### config.mk
export PLATFORM = sky130hd
export DESIGN_NAME = rtc_cmos_bus_interface_flat
export DESIGN_NICKNAME = d
export VERILOG_FILES = /design/src/rtl/rcbi_pkg.sv /design/src/rtl/rcbi_in_if.sv /design/src/rtl/rcbi_out_if.sv /design/src/rtl/rcbi_front.sv /design/src/rtl/rcbi_back.sv /design/src/rtl/rtc_cmos_bus_interface.sv /design/src/flat_wrapper.sv
export SDC_FILE = /design/constraint.sdc
export NUM_CORES = 1
export LEC_CHECK = 0
export ABC_AREA = 1
export BUFFER_PORTS_ARGS = -buffer_cell sky130_fd_sc_hd__clkbuf_2
export CAP_MARGIN = 20
export CELL_PAD_IN_SITES_DETAIL_PLACEMENT = 0
export CELL_PAD_IN_SITES_GLOBAL_PLACEMENT = 1
export CORE_MARGIN = 4
export CORE_UTILIZATION = 40
export DETAILED_ROUTE_END_ITERATION = 8
export GPL_ROUTABILITY_DRIVEN = 0
export GPL_TIMING_DRIVEN = 1
export PLACE_DENSITY_LB_ADDON = 0.12
export SLEW_MARGIN = 20
export SYNTH_ARGS = -nofsm -noshare
export SYNTH_HDL_FRONTEND = slang
export SYNTH_HIERARCHICAL = 1
export SYNTH_SLANG_ARGS = --single-unit
### constraint.sdc
create_clock -name clk_i -period 5.99 [get_ports clk_i]
set_clock_uncertainty 0.1 [all_clocks]
set_input_delay 0.2995 -clock clk_i [delete_from_list [all_inputs] [get_ports clk_i]]
set_output_delay 0.2995 -clock clk_i [all_outputs]
set_load 0.02 [all_outputs]
### src/rtl/rcbi_pkg.sv
// Shared types, register addresses and time encoding for the RTC CMOS bus interface.
package rcbi_pkg;

  localparam int RAM_BYTES_DEF     = 64;
  localparam int UPDATE_PERIOD_DEF = 100;

  typedef enum logic [2:0] {
    KIND_ADDR_EN  = 3'd0,
    KIND_LATCH    = 3'd1,
    KIND_BUS_RD   = 3'd2,
    KIND_DIR_ADDR = 3'd3,
    KIND_DIR_WR   = 3'd4,
    KIND_DIR_RD   = 3'd5,
    KIND_RESET    = 3'd6
  } kind_e;

  localparam logic [5:0] ADDR_SEC   = 6'h00;
  localparam logic [5:0] ADDR_MIN   = 6'h02;
  localparam logic [5:0] ADDR_HOUR  = 6'h04;
  localparam logic [5:0] ADDR_WDAY  = 6'h06;
  localparam logic [5:0] ADDR_DAY   = 6'h07;
  localparam logic [5:0] ADDR_MONTH = 6'h08;
  localparam logic [5:0] ADDR_YEAR  = 6'h09;
  localparam logic [5:0] REG_A      = 6'h0a;
  localparam logic [5:0] REG_B      = 6'h0b;
  localparam logic [5:0] REG_C      = 6'h0c;
  localparam logic [5:0] BOOT_BYTE  = 6'h1e;

  localparam logic [7:0] BOOT_BIT   = 8'h10;
  localparam logic [7:0] REG_B_KEEP = 8'h87;
  localparam logic [7:0] BUS_IDLE   = 8'hff;

  typedef struct packed {
    logic [5:0] seconds;
    logic [5:0] minutes;
    logic [4:0] hours;
    logic [2:0] weekday;
    logic [4:0] day;
    logic [3:0] month;
    logic [6:0] year;
  } now_t;

  typedef struct packed {
    logic       bus_rd;
    logic       dir_rd;
    logic       load_latch;
    logic       bus_ok;
    logic [5:0] addr;
    logic [7:0] reg_b;
    now_t       now;
    logic [7:0] ram_data;
    logic       ram_hit;
  } stage_t;

  function automatic logic is_time_reg(input logic [5:0] a);
    return ((a <= ADDR_WDAY) && !a[0]) || ((a >= ADDR_DAY) && (a <= ADDR_YEAR));
  endfunction

  function automatic logic [6:0] time_value(input logic [5:0] a, input now_t n);
    logic [6:0] v;
    case (a)
      ADDR_SEC:   v = {1'b0, n.seconds};
      ADDR_MIN:   v = {1'b0, n.minutes};
      ADDR_HOUR:  v = {2'b0, n.hours};
      ADDR_WDAY:  v = {4'b0, n.weekday};
      ADDR_DAY:   v = {2'b0, n.day};
      ADDR_MONTH: v = {3'b0, n.month};
      default:    v = (n.year >= 7'd100) ? n.year - 7'd100 : n.year;
    endcase
    return v;
  endfunction

  // tens by reciprocal multiply, exact for every 7-bit input
  function automatic logic [7:0] encode_time(input logic [6:0] v, input logic binary);
    logic [14:0] prod;
    logic [3:0]  tens;
    logic [6:0]  units;
    prod  = 15'(v) * 15'd205;
    tens  = prod[14:11];
    units = v - 7'(7'(tens) * 7'd10);
    return binary ? {1'b0, v} : {tens, units[3:0]};
  endfunction

endpackage

### src/rtl/rcbi_in_if.sv
// Input channel: one host bus event with the current time.
interface rcbi_in_if;
  logic       valid;
  logic       ready;
  logic [2:0] kind;
  logic [7:0] value;
  logic [7:0] bus_data;
  logic [5:0] now_seconds;
  logic [5:0] now_minutes;
  logic [4:0] now_hours;
  logic [2:0] now_weekday;
  logic [4:0] now_day;
  logic [3:0] now_month;
  logic [6:0] now_year;

  modport source (
    output valid, kind, value, bus_data, now_seconds, now_minutes, now_hours,
           now_weekday, now_day, now_month, now_year,
    input  ready
  );
  modport sink (
    input  valid, kind, value, bus_data, now_seconds, now_minutes, now_hours,
           now_weekday, now_day, now_month, now_year,
    output ready
  );
endinterface

### src/rtl/rcbi_out_if.sv
// Output channel: one read byte.
interface rcbi_out_if;
  logic       valid;
  logic       ready;
  logic [7:0] read_data;

  modport source (output valid, read_data, input ready);
  modport sink (input valid, read_data, output ready);
endinterface

### src/rtl/rcbi_front.sv
// Accept stage: bus control registers, CMOS RAM with registered read, register B shadow.
module rcbi_front #(
  parameter int RAM_BYTES = rcbi_pkg::RAM_BYTES_DEF
) (
  input  logic             clk_i,
  input  logic             rst_ni,
  rcbi_in_if.sink          in_i,
  input  logic             s1_ready_i,
  output logic             s1_valid_o,
  output rcbi_pkg::stage_t stage_o
);

  localparam int AW = $clog2(RAM_BYTES);

  logic [7:0]           mem_q [RAM_BYTES];
  logic [RAM_BYTES-1:0] vld_q;
  logic [5:0]           addr_q;
  logic                 ce_q;
  logic                 rnw_q;
  logic                 stb_q;
  logic [7:0]           breg_q;
  logic                 s1_valid_q;
  rcbi_pkg::stage_t     stage_q;

  logic                 accept;
  rcbi_pkg::kind_e      kind;
  logic                 lvl;
  logic                 rnw_new;
  logic                 toggle;
  logic                 wr_en;
  logic                 wr_ok;
  logic [5:0]           wr_addr;
  logic [7:0]           wr_data;
  logic [AW-1:0]        wr_idx;
  logic [AW-1:0]        rd_idx;
  logic                 rd_in_rng;

  assign in_i.ready = !s1_valid_q || s1_ready_i;
  assign accept     = in_i.valid && in_i.ready;
  assign kind       = rcbi_pkg::kind_e'(in_i.kind);
  assign lvl        = in_i.value[2];
  assign rnw_new    = in_i.value[1];
  assign toggle     = (lvl != stb_q) && ce_q;

  always_comb begin
    wr_en   = 1'b0;
    wr_addr = addr_q;
    wr_data = in_i.bus_data;
    case (kind)
      rcbi_pkg::KIND_LATCH: begin
        wr_en = toggle && !rnw_new && !lvl;
      end
      rcbi_pkg::KIND_DIR_WR: begin
        wr_en   = 1'b1;
        wr_data = in_i.value;
      end
      rcbi_pkg::KIND_RESET: begin
        wr_en   = 1'b1;
        wr_addr = rcbi_pkg::REG_C;
        wr_data = 8'h00;
      end
      default: begin
        wr_en = 1'b0;
      end
    endcase
  end

  assign wr_ok     = accept && wr_en && (int'(wr_addr) < RAM_BYTES);
  assign wr_idx    = AW'(wr_addr);
  assign rd_idx    = AW'(addr_q);
  assign rd_in_rng = int'(addr_q) < RAM_BYTES;

  always_ff @(posedge clk_i or negedge rst_ni) begin
    if (!rst_ni) begin
      addr_q     <= '0;
      ce_q       <= 1'b0;
      rnw_q      <= 1'b0;
      stb_q      <= 1'b0;
      breg_q     <= '0;
      vld_q      <= '0;
      s1_valid_q <= 1'b0;
    end else begin
      if (in_i.ready) begin
        s1_valid_q <= accept;
      end
      if (wr_ok) begin
        vld_q[wr_idx] <= 1'b1;
      end
      if (accept) begin
        case (kind)
          rcbi_pkg::KIND_ADDR_EN: begin
            if (in_i.value[7]) begin
              addr_q <= in_i.bus_data[5:0];
            end
            ce_q <= in_i.value[6];
          end
          rcbi_pkg::KIND_LATCH: begin
            rnw_q <= rnw_new;
            stb_q <= lvl;
          end
          rcbi_pkg::KIND_DIR_ADDR: begin
            addr_q <= in_i.value[5:0];
          end
          default: begin
          end
        endcase
      end
      if (accept && kind == rcbi_pkg::KIND_RESET) begin
        breg_q <= breg_q & rcbi_pkg::REG_B_KEEP;
      end else if (wr_ok && wr_addr == rcbi_pkg::REG_B) begin
        breg_q <= wr_data;
      end
    end
  end

  always_ff @(posedge clk_i) begin
    if (wr_ok) begin
      mem_q[wr_idx] <= wr_data;
    end
    if (accept) begin
      stage_q.bus_rd        <= kind == rcbi_pkg::KIND_BUS_RD;
      stage_q.dir_rd        <= kind == rcbi_pkg::KIND_DIR_RD;
      stage_q.load_latch    <= (kind == rcbi_pkg::KIND_LATCH) && toggle && rnw_new && lvl;
      stage_q.bus_ok        <= ce_q && stb_q && rnw_q;
      stage_q.addr          <= addr_q;
      stage_q.reg_b         <= breg_q;
      stage_q.now.seconds   <= in_i.now_seconds;
      stage_q.now.minutes   <= in_i.now_minutes;
      stage_q.now.hours     <= in_i.now_hours;
      stage_q.now.weekday   <= in_i.now_weekday;
      stage_q.now.day       <= in_i.now_day;
      stage_q.now.month     <= in_i.now_month;
      stage_q.now.year      <= in_i.now_year;
      stage_q.ram_data      <= mem_q[rd_idx];
      stage_q.ram_hit       <= rd_in_rng && vld_q[rd_idx];
    end
  end

  assign s1_valid_o = s1_valid_q;
  assign stage_o    = stage_q;

endmodule

### src/rtl/rcbi_back.sv
// Result stage: read composition, output latch, update counter, result register.
module rcbi_back #(
  parameter int UPDATE_PERIOD = rcbi_pkg::UPDATE_PERIOD_DEF
) (
  input  logic             clk_i,
  input  logic             rst_ni,
  input  logic             cfg_we_i,
  input  logic             cfg_wdata_i,
  input  logic             s1_valid_i,
  input  rcbi_pkg::stage_t stage_i,
  output logic             s1_ready_o,
  rcbi_out_if.source       out_o
);

  logic       autoboot_q;
  logic [7:0] latch_q;
  logic [6:0] cnt_q;
  logic       out_valid_q;
  logic [7:0] out_data_q;

  logic [7:0] ram_v;
  logic       is_t;
  logic [7:0] t_byte;
  logic [7:0] strobed;
  logic [7:0] direct;
  logic [6:0] cnt_inc;
  logic       period_hit;
  logic       reg_a_rd;
  logic       has_res;
  logic       adv;
  logic [7:0] res;

  always_comb begin
    ram_v = stage_i.ram_hit ? stage_i.ram_data : 8'h00;
    if (stage_i.addr == rcbi_pkg::REG_B) begin
      ram_v = stage_i.reg_b;
    end
  end

  assign is_t   = rcbi_pkg::is_time_reg(stage_i.addr);
  assign t_byte = rcbi_pkg::encode_time(rcbi_pkg::time_value(stage_i.addr, stage_i.now),
                                        stage_i.reg_b[2]);

  assign strobed = is_t ? t_byte :
                   (ram_v | (((stage_i.addr == rcbi_pkg::BOOT_BYTE) && autoboot_q) ?
                             rcbi_pkg::BOOT_BIT : 8'h00));

  assign cnt_inc    = cnt_q + 7'd1;
  assign period_hit = cnt_inc == 7'(UPDATE_PERIOD);
  assign reg_a_rd   = stage_i.dir_rd && !is_t && (stage_i.addr == rcbi_pkg::REG_A);

  assign direct = is_t ? t_byte :
                  ((stage_i.addr == rcbi_pkg::REG_A) ? {period_hit, ram_v[6:0]} : ram_v);

  assign has_res    = stage_i.bus_rd || stage_i.dir_rd;
  assign s1_ready_o = !has_res || !out_valid_q || out_o.ready;
  assign adv        = s1_valid_i && s1_ready_o;
  assign res        = stage_i.bus_rd ? (stage_i.bus_ok ? latch_q : rcbi_pkg::BUS_IDLE) : direct;

  always_ff @(posedge clk_i or negedge rst_ni) begin
    if (!rst_ni) begin
      autoboot_q  <= 1'b0;
      latch_q     <= '0;
      cnt_q       <= '0;
      out_valid_q <= 1'b0;
    end else begin
      if (cfg_we_i) begin
        autoboot_q <= cfg_wdata_i;
      end
      if (adv && stage_i.load_latch) begin
        latch_q <= strobed;
      end
      if (adv && reg_a_rd) begin
        cnt_q <= period_hit ? 7'd0 : cnt_inc;
      end
      if (adv && has_res) begin
        out_valid_q <= 1'b1;
      end else if (out_o.ready) begin
        out_valid_q <= 1'b0;
      end
    end
  end

  always_ff @(posedge clk_i) begin
    if (adv && has_res) begin
      out_data_q <= res;
    end
  end

  assign out_o.valid     = out_valid_q;
  assign out_o.read_data = out_data_q;

endmodule

### src/rtl/rtc_cmos_bus_interface.sv
// Top level of the RTC CMOS bus interface.
// Takes one bus event per clock; reads (bus read, direct data read) return their byte through
// the CMOS RAM's registered read port followed by the result register. The RAM has one
// write and one read port and a valid flop per byte, so reset takes effect at once with no
// clearing pass. Output back-pressure stalls the input only once a read waits behind an
// unaccepted result.
module rtc_cmos_bus_interface #(
  parameter int RAM_BYTES     = rcbi_pkg::RAM_BYTES_DEF,
  parameter int UPDATE_PERIOD = rcbi_pkg::UPDATE_PERIOD_DEF
) (
  input  logic       clk_i,
  input  logic       rst_ni,
  input  logic       cfg_we_i,
  input  logic       cfg_wdata_i,
  rcbi_in_if.sink    in_i,
  rcbi_out_if.source out_o
);

  logic             s1_valid;
  logic             s1_ready;
  rcbi_pkg::stage_t stage;

  rcbi_front #(
    .RAM_BYTES (RAM_BYTES)
  ) u_front (
    .clk_i      (clk_i),
    .rst_ni     (rst_ni),
    .in_i       (in_i),
    .s1_ready_i (s1_ready),
    .s1_valid_o (s1_valid),
    .stage_o    (stage)
  );

  rcbi_back #(
    .UPDATE_PERIOD (UPDATE_PERIOD)
  ) u_back (
    .clk_i       (clk_i),
    .rst_ni      (rst_ni),
    .cfg_we_i    (cfg_we_i),
    .cfg_wdata_i (cfg_wdata_i),
    .s1_valid_i  (s1_valid),
    .stage_i     (stage),
    .s1_ready_o  (s1_ready),
    .out_o       (out_o)
  );

endmodule

### src/flat_wrapper.sv
// flat-port wrapper written by rule: the top's interface ports become plain ports
module rtc_cmos_bus_interface_flat 
#(
  parameter int RAM_BYTES     = rcbi_pkg::RAM_BYTES_DEF,
  parameter int UPDATE_PERIOD = rcbi_pkg::UPDATE_PERIOD_DEF
)
  (clk_i, rst_ni, cfg_we_i, cfg_wdata_i, in_i_valid, in_i_kind, in_i_value, in_i_bus_data, in_i_now_seconds, in_i_now_minutes, in_i_now_hours, in_i_now_weekday, in_i_now_day, in_i_now_month, in_i_now_year, in_i_ready, out_o_valid, out_o_read_data, out_o_ready);
  rcbi_in_if in_i_i ();
  rcbi_out_if out_o_i ();
  input  logic clk_i;
  input  logic rst_ni;
  input  logic cfg_we_i;
  input  logic cfg_wdata_i;
  input wire logic [$bits(in_i_i.valid)-1:0] in_i_valid;
  input wire logic [$bits(in_i_i.kind)-1:0] in_i_kind;
  input wire logic [$bits(in_i_i.value)-1:0] in_i_value;
  input wire logic [$bits(in_i_i.bus_data)-1:0] in_i_bus_data;
  input wire logic [$bits(in_i_i.now_seconds)-1:0] in_i_now_seconds;
  input wire logic [$bits(in_i_i.now_minutes)-1:0] in_i_now_minutes;
  input wire logic [$bits(in_i_i.now_hours)-1:0] in_i_now_hours;
  input wire logic [$bits(in_i_i.now_weekday)-1:0] in_i_now_weekday;
  input wire logic [$bits(in_i_i.now_day)-1:0] in_i_now_day;
  input wire logic [$bits(in_i_i.now_month)-1:0] in_i_now_month;
  input wire logic [$bits(in_i_i.now_year)-1:0] in_i_now_year;
  output wire logic [$bits(in_i_i.ready)-1:0] in_i_ready;
  output wire logic [$bits(out_o_i.valid)-1:0] out_o_valid;
  output wire logic [$bits(out_o_i.read_data)-1:0] out_o_read_data;
  input wire logic [$bits(out_o_i.ready)-1:0] out_o_ready;
  assign in_i_i.valid = in_i_valid;
  assign in_i_i.kind = in_i_kind;
  assign in_i_i.value = in_i_value;
  assign in_i_i.bus_data = in_i_bus_data;
  assign in_i_i.now_seconds = in_i_now_seconds;
  assign in_i_i.now_minutes = in_i_now_minutes;
  assign in_i_i.now_hours = in_i_now_hours;
  assign in_i_i.now_weekday = in_i_now_weekday;
  assign in_i_i.now_day = in_i_now_day;
  assign in_i_i.now_month = in_i_now_month;
  assign in_i_i.now_year = in_i_now_year;
  assign in_i_ready = in_i_i.ready;
  assign out_o_valid = out_o_i.valid;
  assign out_o_read_data = out_o_i.read_data;
  assign out_o_i.ready = out_o_ready;
  rtc_cmos_bus_interface #(.RAM_BYTES(RAM_BYTES), .UPDATE_PERIOD(UPDATE_PERIOD)) u_core (.clk_i(clk_i), .rst_ni(rst_ni), .cfg_we_i(cfg_we_i), .cfg_wdata_i(cfg_wdata_i), .in_i(in_i_i), .out_o(out_o_i));
endmodule
# After elaboration in Yosys (flattened, before gate mapping)
# Memories as Yosys holds them, arrays and structs flattened. A register that Yosys moved wholly into a read port is not among the register bits.
# Index checks and enable logic that the tools add are counted.
[word_totals]
inputBits = 61
ramBits = 512
reg_bits = 162
memories = 1
out_inout_bits = 10
[classes]
bitwise_logic = 3
n_eq_ne = 18
n_reduce_logical = 44
mul = 2
magnitude_cmp = 7
n_addsub = 3
mux = 27
[mem_list]
columns = ["name", "words", "width", "rd", "rd_clocked_by_memory_dff", "write_ports", "line_no", "source"]
rows = [
  ["u_core.u_front.mem_q", 64, 8, 1, 1, 1, "rcbi_front.sv:15", "logic [7:0] mem_q [RAM_BYTES];"],
]
[ops]
columns = ["cell", "count"]
rows = [
  ["$mux W8", 8],
  ["$or A64 B64 Y64", 1],
  ["$pmux W7 S6", 1],
  ["$mux W7", 4],
  ["$eq A6 B4 Y1 const B", 4],
  ["$logic_and A1 B1 Y1", 22],
  ["$eq A6 B3 Y1 const B", 3],
  ["$pmux W8 S2", 1],
  ["$mul A7 B8 Y15 const B", 1],
  ["$lt A6 B7 Y1 const B", 2],
  ["$mux W6", 2],
  ["$pmux W6 S2", 1],
  ["$eq A3 B3 Y1 const B", 3],
  ["$or A8 B5 Y8", 1],
  ["$add A7 B1 Y7 const B", 1],
  ["$eq A7 B7 Y1 const B", 1],
  ["$ge A7 B7 Y1 const B", 1],
  ["$logic_not A1 Y1", 7],
  ["$sub A7 B7 Y7 const B", 1],
  ["$bmux W1 S6", 1],
  ["$demux W1 S6", 1],
  ["$eq A3 B2 Y1 const B", 2],
  ["$eq A6 B2 Y1 const B", 1],
  ["$eq A6 B5 Y1 const B", 1],
  ["20 further kinds", 33],
]

# Logic depth before layout (Yosys ltp)
# Gate-level depths: netlist of run 1.
[logic_depth]
word_depth = 10
depth_mapped = 40

# Hierarchy
# The synthesis of run 1 kept the hierarchy.
[modules_own_cells]
columns = ["module", "cells_per_inst", "n_inst", "area_each_um2", "seq_area_each_um2"]
rows = [
  ["rcbi_front", 2292, 1, 26589.3, 19318.5],
  ["rcbi_back", 417, 1, 3054.2, 665.6],
]

# Worst setup path after synthesis of run 1
# Ideal clock, no wire load.
[synth_timing]
kind = "register to register"
startpoint = "register u_core.u_front.stage_q (netlist bit u_core/u_front/stage_o[12])"
endpoint = "register u_core.u_back.out_data_q[3], in the netlist u_core/u_back/out_o.read_data[3] (data pin)"
setup_slack_ps = 462
setup_time_ps = 256
path_buffers = 0
required_time_ps = 5634
path_stages_with_launch = 33
t_arrival_ps = 5173
path_cell_list = "edfxtp_1 inv_1 ha_1 inv_1 nor2_1 nand3_1 nand2_1 inv_1 or2_2 a31oi_1 ha_1 ha_1 or2_2 fa_1 ha_1 ha_1 nand2_1 nor2_1 nand2_1 o221a_2 o21ai_1 xnor2_1 fa_1 inv_1 nand3_1 nand2_1 inv_1 nand2_2 nand3_1 nand2_1 nand2_1 nand3_1 nand2_1"
[synth_between]
elab_chain_cells = 9
[synth_lines]
columns = ["element", "line_no", "source"]
rows = [
  ["start, declared", "rcbi_front.sv:23", "rcbi_pkg::stage_t stage_q;"],
  ["$sub A7 B7 Y7 or $ge A7 B7 Y1 (tied branches)", "rcbi_pkg.sv:68", "default: v = (n.year >= 7'd100) ? n.year - 7'd100 : n.year;"],
  ["$mux W7 *", "rcbi_pkg.sv:68", ""],
  ["$pmux W7 S6 *", "rcbi_pkg.sv:61", "case (a)"],
  ["$mul A7 B8 Y15", "rcbi_pkg.sv:78", "prod = 15'(v) * 15'd205;"],
  ["$mul A4 B3 Y3", "rcbi_pkg.sv:80", "units = v - 7'(7'(tens) * 7'd10);"],
  ["$sub A4 B4 Y4", "rcbi_pkg.sv:80", ""],
  ["$mux W8 *", "rcbi_pkg.sv:81", "return binary ? {1'b0, v} : {tens, units[3:0]};"],
  ["$mux W8 *", "rcbi_back.sv:52", "assign direct = is_t ? t_byte :"],
  ["$mux W8 *", "rcbi_back.sv:58", "assign res = stage_i.bus_rd ? (stage_i.bus_ok ? latch_q : rcbi_pkg::BUS_IDLE) : direct;"],
  ["named net u_core.u_back.res[3]", "rcbi_back.sv:31", "logic [7:0] res;"],
  ["end signal, assigned", "rcbi_back.sv:86", "out_data_q <= res;"],
  ["end, declared", "rcbi_back.sv:19", "logic [7:0] out_data_q;"],
]
# The timed path passes the listed nets; every way through them passes the cells marked *.
# A chain may end at the register's enable or synchronous reset.

# Worst setup path after layout of run 1
[layout_timing]
startpoint = "register u_core.u_front.stage_q (netlist bit u_core/u_front/stage_o[54])"
endpoint = "register u_core.u_back.out_data_q[3], in the netlist u_core/u_back/out_o.read_data[3] (data pin)"
[layout_between]
elab_chain_cells = 8
[layout_lines]
columns = ["element", "line_no"]
rows = [
  ["$eq A6 B4 Y1 (tied with other cells)", "rcbi_pkg.sv:61"],
  ["$pmux W7 S6", "rcbi_pkg.sv:61"],
  ["$mul A7 B8 Y15", "rcbi_pkg.sv:78"],
  ["$mul A4 B3 Y3", "rcbi_pkg.sv:80"],
  ["$sub A4 B4 Y4", "rcbi_pkg.sv:80"],
  ["$mux W8", "rcbi_pkg.sv:81"],
  ["$mux W8 *", "rcbi_back.sv:52"],
  ["$mux W8 *", "rcbi_back.sv:58"],
  ["named net u_core.u_back.res[3]", "rcbi_back.sv:31"],
]
# Marks and branches as above.

==> impl_metrics.json, run 1 <==
{
  "powerDensity_nw_per_um2": 401,
  "yosysWarnings": 6,
  "cts_buffers": 77,
  "insertedDiodeCount": 0,
  "slowest_delay_ns": 0.52,
  "io_buffers": 70,
  "route.met2.wl_mm": 38.9,
  "drtIter0Drc": 1680,
  "die_y_um": 280,
  "p_int_mw": 9.20,
  "max_cap_violations": 0,
  "p_leak_nw": 13.3,
  "clk_pin_slew_ns": 0.06,
  "routed_wl_mm": 80.5,
  "nFillCells": 6723,
  "avgSynthCellArea_um2": 10.9,
  "synthToLayoutAreaGrowth_pct": 15.4,
  "switchingPower_mw": 4.52,
  "fp.dieW_um": 280,
  "viasPerCell": 5.25,
  "antenna_left": 0,
  "synth_cells": 2709,
  "synth_top_cell_by_area": "edfxtp_1",
  "hold_slack_ns": 0.0000632,
  "vdd_drop_max_v": 0.000201,
  "crit_top_cell": "nand2_1",
  "worstPathRequired_ns": 6.26,
  "synthTopCellsByArea": "edfxtp_1 (59%), nand2_1 (11%), nand3_1 (9.0%)",
  "synth_top_cell_area_share": 0.591,
  "grt_overflow_total": 0,
  "seqCellArea_um2": 20000,
  "grt_first_pass_wirelength_mm": 123,
  "finalCriticalPeriod_ns": 5.65,
  "grt_max_degree": 151,
  "critPathKind": "reg -> reg",
  "met3_length_mm": 3.54,
  "setup_tns_ns": 0,
  "die-area_um2": 78500,
  "grt_antenna_before_repair": 0,
  "crit_slowest_cell": "fa_1",
  "final_max_slew_viol_count": 0,
  "worstPathArrival_ns": 5.91,
  "worst_pin_slew_ns": 1.09,
  "grt_pass1_vias": 19700,
  "first_pass_iters": 5,
  "drc_errors": 0,
  "clock_sinks": 682,
  "p_clk_frac": 0.327,
  "clock_latency_ns": 0.63,
  "switching_share": 0.329,
  "hold_viol_final": 0,
  "max_slew_margin": 0.274,
  "cts_tree": "done",
  "yosysSeqAreaShare": 0.674,
  "p_seq_frac": 0.412,
  "start_util": 0.405,
  "comb_power_share": 0.262,
  "hold_path_class": "in -> reg",
  "vias": 20100,
  "routed.top_layer": "met4",
  "cts_buffer_depth": 3,
  "ys_types": 58,
  "gr-usage-all-layers": 0.204,
  "io-pin-count": 71,
  "synth-seq-cells": 682,
  "cts-root-buf": "clkbuf_16",
  "drive_above_1_share": 0.123,
  "setup_violations": 0,
  "h-tree-depth": 3,
  "worst-path-max-fanout": 5,
  "rows": 99,
  "met1_length_mm": 36.2,
  "max_freq_mhz": 177,
  "synth_nets": 2817,
  "final_cell_mix": "nand2_1 (869), edfxtp_1 (583), nand3_1 (529), dfrtp_1 (96), nor2_1 (95)",
  "multi_input_area_um2": 8830,
  "status": "finished, final reports clean",
  "syn_area_um2": 29600,
  "fin_crit_sh": 0.942,
  "layout_commonest_cell": "nand2_1",
  "endpoint_kind": "register",
  "post_drt_wl_per_cell_um": 21.0,
  "hpwlAfterDp_mm": 47.9,
  "final_nets": 2925,
  "crit_path_start_kind": "register",
  "core_area_um2": 73200
}
## through the flow
step	instances	util	worst slack, ns	instance area [um2]	power [mW]
2_1_floorplan	2709	-	0.462	29600	8.08
3_3_place_gp	3629	0.423	0.0804	30900	9.18
3_5_place_dp	3629	0.423	-0.0144	30900	9.20
4_1_cts	3825	0.463	0.0439	33900	13.7
5_1_grt	3840	0.467	-0.0580	34200	14.5
6_report	3840	0.467	0.345	34200	13.7
## area by class of cell
cell class	instances	share of cell area
well taps	959	0.0351
flip-flops and latches	682	0.585
clock inverters	46	0.0111
clock buffers	97	0.0594
multi-input cells	1778	0.258
inverters	104	0.0120
repair buffers	174	0.0395
## state kept, by name (all words and copies together), names as in the netlist
signal / cells
u_core/u_back/autoboot_q: 1
u_core/u_back/cnt_q: 7
u_core/u_back/latch_q: 8
u_core/u_back/out_o.read_data: 8
u_core/u_back/out_o.valid: 1
u_core/u_front/addr_q: 6
u_core/u_front/breg_q: 8
u_core/u_front/ce_q: 1
u_core/u_front/mem_q: 512
u_core/u_front/rnw_q: 1
u_core/u_front/s1_valid_o: 1
u_core/u_front/stage_o: 63
u_core/u_front/stb_q: 1
u_core/u_front/vld_q: 64
## final timing paths
kind                                             from                          endpoint  slack, ns  depth (start not counted)
setup / recovery           u_core/u_front/stage_o[54]  u_core/u_back/out_o.read_data[3]       0.34                         37
hold / removal                          in_i_value[0]          u_core/u_front/addr_q[0]    0.00006                          3
setup reg to reg           u_core/u_front/stage_o[54]  u_core/u_back/out_o.read_data[3]       0.34                         37
hold reg to reg              u_core/u_front/breg_q[2]        u_core/u_front/stage_o[47]       0.35                          0
max in group asynchronous                      rst_ni          u_core/u_front/vld_q[56]       4.33                          3
min in group asynchronous                      rst_ni          u_core/u_back/autoboot_q       0.14                          2
## Yosys cell counts, drive strengths merged
library cell and n:
o21ai 47, a2111oi 1, o22ai 4, nand4 8
o21bai 40, dfrtp 99, o21a 1, o2111ai 2
a22oi 1, buf 108, or2 28, edfxtp 583
a221oi 1, o211ai 7, o31ai 1, clkinv 1
xnor2 2, o221a 1, a211oi 2, xor2 5
a32o 2, ha 38, nor3 7, clkbuf 37
a21oi 19, o221ai 1, nand2 891, nor3b 1
inv 103, fa 9, nor4 2, and2 2
a32oi 1, nor2 110, nand3 540, a2bb2oi 1
a31oi 2, a22o 1
## power by group through the flow
stage                     clock, mW  combinational (mW)  sequential (mW)
after floorplan                   0                2.43             5.66
after global placement            0                3.44             5.74
after detailed placement          0                3.46             5.75
after CTS                      4.61                3.47             5.65
after global routing           4.81                4.02             5.67
final                          4.48                3.59             5.65
## worst max-delay path: cells and delay by family, from the launching register on
family | cells | cell delay [ns]
buffers and inverters | 10 | 0.83
adder cells (fa/ha/maj) | 7 | 2.31
AO/OA/AOI/OAI | 2 | 0.29
AND/OR/NAND/NOR | 18 | 1.36
flip-flops | 1 | 0.48
## cells by family (layout without fill, tap and decap cells)
| logic type | after synthesis | after routing | share of synthesized area |
|---|---|---|---|
| and+or+nand+nor | 1589 | 1589 | 0.235 |
| AOI/OAI and AO/OA | 135 | 135 | 0.0302 |
| buffers and inverters | 249 | 421 | 0.0361 |
| adders and majority gates | 47 | 47 | 0.0221 |
| xor gates and xnor gates | 7 | 7 | 0.00207 |
| DFF | 682 | 682 | 0.674 |
## per-layer routing
metal | track usage | vias up
met5 | 0 | -
met4 | 0.0582 | 0
met3 | 0.0240 | 106
met2 | 0.338 | 472
met1 | 0.286 | 9971
li1 | - | 9594
## what timing repair did
item | 4_1_cts | 5_1_grt
buffers inserted | 0 | 11
resized for setup | 2 | 32
setup endpoints to repair | 1 | 4
hold buffers | 53 | 0
pin swaps | 0 | 8
endpoints found under the hold margin | 83 | 0
No activity file was read; power rests on OpenSTA's default activity.
==> run 2: changes to the inputs <==
clock period = 6.8 ns   (was 5.99 ns; I/O delays follow)
==> impl_metrics.json, run 2 (synthesized netlist as in run 1, its figures left out) <==
{
  "status": "finished, final reports clean",
  "h-tree-depth": 3,
  "hold-path-cell-count": 5,
  "max_slew_margin": 0.369,
  "fp.dieW_um": 280,
  "worst-path-max-fanout": 7,
  "final_area_um2": 33800,
  "rsz0062_at_grt": "false",
  "die-area_um2": 78500,
  "cts-root-buf": "clkbuf_16",
  "layout_setup_ws_ns": 0.477,
  "hold_slack_ns": 0.0371,
  "clock_latency_ns": 0.62,
  "cts_buffer_depth": 3,
  "rows": 99,
  "hold_path_end": "u_core/u_front/addr_q[5]",
  "post_drt_wl_per_cell_um": 21.2,
  "vias": 20000,
  "core_area_um2": 73200,
  "drc_errors": 0,
  "clock_sinks": 682,
  "max_cap_violations": 0,
  "grt_first_pass_wirelength_mm": 124,
  "largest_reg_flops": 512,
  "setup_violations": 0,
  "critPathKind": "reg -> reg",
  "insertedDiodeCount": 0,
  "placedCellCount": 3621,
  "regMostFlops": "u_core/u_front/mem_q",
  "slowest_delay_ns": 0.56,
  "utilization": 0.462,
  "cts_tree": "done",
  "setup_tns_ns": 0,
  "io_buffers": 70,
  "grt_overflow_total": 0,
  "p_leak_nw": 13.2,
  "layout_commonest_cell": "nand2_1",
  "worst_r2r_path_depth": 34,
  "powerDensity_nw_per_um2": 357,
  "final_nets": 2897,
  "hp-start": "in_i_bus_data[5]",
  "stdcell_count": 3807,
  "die_y_um": 280,
  "final_cell_mix": "nand2_1 (871), edfxtp_1 (583), nand3_1 (531), nor2_1 (96), dfrtp_1 (96)",
  "vdd_drop_max_v": 0.000175,
  "crit_slowest_cell": "o21ai_0",
  "worstPathRequired_ns": 7.06,
  "routed_wl_mm": 80.6,
  "clk_pin_slew_ns": 0.06,
  "final_max_slew_viol_count": 0,
  "fin_crit_sh": 0.930,
  "io-pin-count": 71,
  "drtIter0Drc": 1406,
  "worstPathArrival_ns": 6.58,
  "place_area_um2": 30900,
  "antenna_left": 0,
  "timing.rr.end": "u_core/u_back/out_o.read_data[3]",
  "hold_path_class": "in -> reg",
  "first_pass_iters": 5,
  "endpoint_kind": "register",
  "rr_startpoint": "u_core/u_front/stage_o[56]",
  "drive_above_1_share": 0.101,
  "r2r_slack_ns": 0.48,
  "cts_buffers": 77,
  "pre_cts_ws_ns": 0.540,
  "synthToLayoutAreaGrowth_pct": 14.1,
  "p_total_mw": 12.1,
  "viasPerCell": 5.25,
  "gr-usage-all-layers": 0.206,
  "worst_pin_slew_ns": 0.944,
  "grt_max_degree": 176,
  "postCtsSetupBuffers": 0,
  "grt_antenna_before_repair": 0,
  "crit_path_start_kind": "register",
  "grt_pass1_vias": 20000,
  "finalCriticalPeriod_ns": 6.32,
  "max_freq_mhz": 158,
  "start_util": 0.405,
  "crit_top_cell": "inv_1",
  "hold_viol_final": 0,
  "hpwlAfterDp_mm": 47.3,
  "critPathLaunch": "u_core/u_front/stage_o[56]"
}
-- run 2: worst max path at each step --
stage                     depth (start not counted)  slack (ns)                                to
after CTS                                        33        0.48  u_core/u_back/out_o.read_data[3]
after floorplan                                  32        1.27  u_core/u_back/out_o.read_data[3]
after global placement                           30        0.61  u_core/u_back/out_o.read_data[3]
after global routing                             34        0.06  u_core/u_back/out_o.read_data[3]
after detailed placement                         33        0.54  u_core/u_back/out_o.read_data[3]
final                                            34        0.48  u_core/u_back/out_o.read_data[3]
-- run 2: final cells by class --
cell class                 count  area (um2)
inverter                     104         408
fill                        6741       39400
sequential                   682       20000
multi-input combinational   1778        8690
tap                          959        1200
clock buffer                 102        2060
timing repair buffer         146        1090
clock inverter                36         368
-- run 2: metal layers --
| layer | global-route usage | part of all wire | vias up | routed length [um] |
|---|---|---|---|---|
| li1 | - | - | 9530 | - |
| met2 | 0.340 | 0.48 | 473 | 38300 |
| met3 | 0.0298 | 0.047 | 124 | 3750 |
| met4 | 0.0655 | 0.027 | 0 | 2210 |
| met1 | 0.284 | 0.45 | 9845 | 36300 |
| met5 | 0 | 0 | - | 0 |
-- run 2: what timing repair did --
| action | 4_1_cts | 5_1_grt |
|---|---|---|
| setup endpoints to repair | 0 | 1 |
| hold buffers | 48 | 0 |
| endpoints found under the hold margin | 81 | 0 |
| resized for setup | 0 | 1 |
-- run 2: critical path, delay by kind of cell, from the launching register on --
family / cells / cell delay [ns]
AOI/OAI and AO/OA: 4 / 1.08
xor gates and xnor gates: 1 / 0.16
adders and majority gates: 6 / 2.27
buffers and inverters: 8 / 0.80
DFF: 1 / 0.51
and+or+nand+nor: 15 / 1.12
-- run 2: where the power goes --
| part | total (mW) | switching, mW | internal (mW) |
|---|---|---|---|
| Clock | 4.05 | 1.65 | 2.40 |
| Combinational | 3.05 | 2.10 | 0.945 |
| Sequential | 4.98 | 0.174 | 4.81 |
==> run 3: changes to the inputs <==
RECOVER_POWER = 100   (was not set)
==> impl_metrics.json, run 3 (synthesized netlist as in run 1, its figures left out) <==
{
  "post_drt_wl_per_cell_um": 21.2,
  "p_total_mw": 12.0,
  "crit_path_start_kind": "register",
  "largest_reg_flops": 512,
  "endpoint_kind": "register",
  "worstPathArrival_ns": 6.60,
  "p_seq_frac": 0.414,
  "first_pass_iters": 5,
  "start_util": 0.405,
  "pre_cts_ws_ns": 0.540,
  "fp.dieW_um": 280,
  "grt_max_degree": 176,
  "routed_wl_mm": 80.6,
  "core_area_um2": 73200,
  "crit_top_cell": "inv_1",
  "final_cell_mix": "nand2_1 (878), edfxtp_1 (583), nand3_1 (534)",
  "grt_pass1_vias": 20000,
  "hold_viol_final": 0,
  "gr-usage-all-layers": 0.206,
  "layout_setup_ws_ns": 0.459,
  "clk_pin_slew_ns": 0.06,
  "powerDensity_nw_per_um2": 359,
  "io-pin-count": 71,
  "layout_commonest_cell": "nand2_1",
  "fin_crit_sh": 0.933,
  "clock_latency_ns": 0.62,
  "cts-root-buf": "clkbuf_16",
  "finalCriticalPeriod_ns": 6.34,
  "comb_power_share": 0.250,
  "final_max_slew_viol_count": 886,
  "worst_r2r_path_depth": 34,
  "grt_overflow_total": 0,
  "crit_slowest_cell": "o21ai_0",
  "slowest_delay_ns": 0.56,
  "drc_errors": 0,
  "p_int_mw": 8.15,
  "insertedDiodeCount": 0,
  "grt_antenna_before_repair": 0,
  "timing.rr.end": "u_core/u_back/out_o.read_data[3]",
  "drive_above_1_share": 0.0818,
  "nFillCells": 6782,
  "hp-start": "in_i_kind[0]",
  "clock_sinks": 682,
  "rr_startpoint": "u_core/u_front/stage_o[56]",
  "worstPathRequired_ns": 7.06,
  "antenna_left": 0,
  "max_cap_violations": 18,
  "synthToLayoutAreaGrowth_pct": 13.3,
  "drtIter0Drc": 1418,
  "setup_tns_ns": 0,
  "max_freq_mhz": 158,
  "critPathLaunch": "u_core/u_front/stage_o[56]",
  "rsz0062_at_grt": "false",
  "status": "complete, but fails checks",
  "cts_buffer_depth": 3,
  "final_nets": 2897,
  "die_y_um": 280,
  "grt_first_pass_wirelength_mm": 124,
  "final_area_um2": 33600,
  "vdd_drop_max_v": 0.000174,
  "p_leak_nw": 13.0,
  "hold_path_class": "in -> reg",
  "max_slew_margin": -1.44,
  "die-area_um2": 78500,
  "hpwlAfterDp_mm": 47.3,
  "rows": 99,
  "io_buffers": 70,
  "h-tree-depth": 3,
  "regMostFlops": "u_core/u_front/mem_q",
  "switchingPower_mw": 3.90,
  "hold_path_end": "u_core/u_front/stage_o[62]",
  "switching_share": 0.324,
  "critPathKind": "reg -> reg",
  "place_area_um2": 30900,
  "violations": "max-capacitance violations, max-slew violations",
  "worst_pin_slew_ns": 3.67,
  "viasPerCell": 5.24,
  "r2r_slack_ns": 0.46,
  "worst-path-max-fanout": 7,
  "cts_tree": "done",
  "p_clk_frac": 0.336,
  "hold-path-cell-count": 2,
  "setup_violations": 0,
  "vias": 20000,
  "cts_buffers": 77
}
==> run 3: critical path, delay by kind of cell (launching register included) <==
family                     cells  cell delay (ns)
and+or+nand+nor               15             1.15
xor gates and xnor gates       1             0.16
DFF                            1             0.51
buffers and inverters          8             0.80
AOI/OAI and AO/OA              4             1.09
adders and majority gates      6             2.27
==> run 3: worst max path at each step <==
stage / end / slack [ns] / cells after the start
2_1_floorplan: u_core/u_back/out_o.read_data[3] / 1.27 / 32
3_3_place_gp: u_core/u_back/out_o.read_data[3] / 0.61 / 30
3_5_place_dp: u_core/u_back/out_o.read_data[3] / 0.54 / 33
4_1_cts: u_core/u_back/out_o.read_data[3] / 0.48 / 33
5_1_grt: u_core/u_back/out_o.read_data[3] / 0.05 / 36
6_report: u_core/u_back/out_o.read_data[3] / 0.46 / 34
==> run 3: through the flow <==
stage | utilization | hold WS (ns) | instances
after CTS | 0.462 | 0.0180 | 3807
final | 0.459 | 0.0310 | 3807
after detailed placement | 0.422 | 0.273 | 3621
after global routing | 0.459 | 0.0291 | 3807
after floorplan | - | -0.0556 | 2709
after global placement | 0.422 | 0.266 | 3620
==> run 3: layout make-up <==
cell class	count	area (um2)	share of cell area
Sequential cell	682	20000	0.595
Multi-Input combinational cell	1778	8590	0.256
Clock buffer	102	2060	0.0614
Tap cell	959	1200	0.0357
Timing Repair Buffer	146	980	0.0292
Inverter	104	407	0.0121
Clock inverter	36	368	0.0110
==> run 3: timing repair <==
action	CTS	global route
endpoints found under the hold margin	81	0
endpoints found under the setup margin	0	1
hold buffers	48	0
buffers inserted	0	0
gates resized for setup	0	1
==> run 3: power groups by stage <==
stage | clock, mW | sequential, mW | combinational [mW]
after floorplan | 0 | 4.98 | 2.14
after global placement | 0 | 5.06 | 3.01
after detailed placement | 0 | 5.06 | 3.03
after CTS | 4.15 | 4.98 | 3.06
after global routing | 4.34 | 5.02 | 3.40
final | 4.05 | 4.99 | 3.01
==> run 3: layer usage <==
metal  vias to the layer above  track usage  wire (um)
met5                         -            0          0
met4                         0       0.0655       2100
met3                       120       0.0298       3640
met2                       466        0.340      38500
met1                      9845        0.284      36300
li1                       9534            -          -
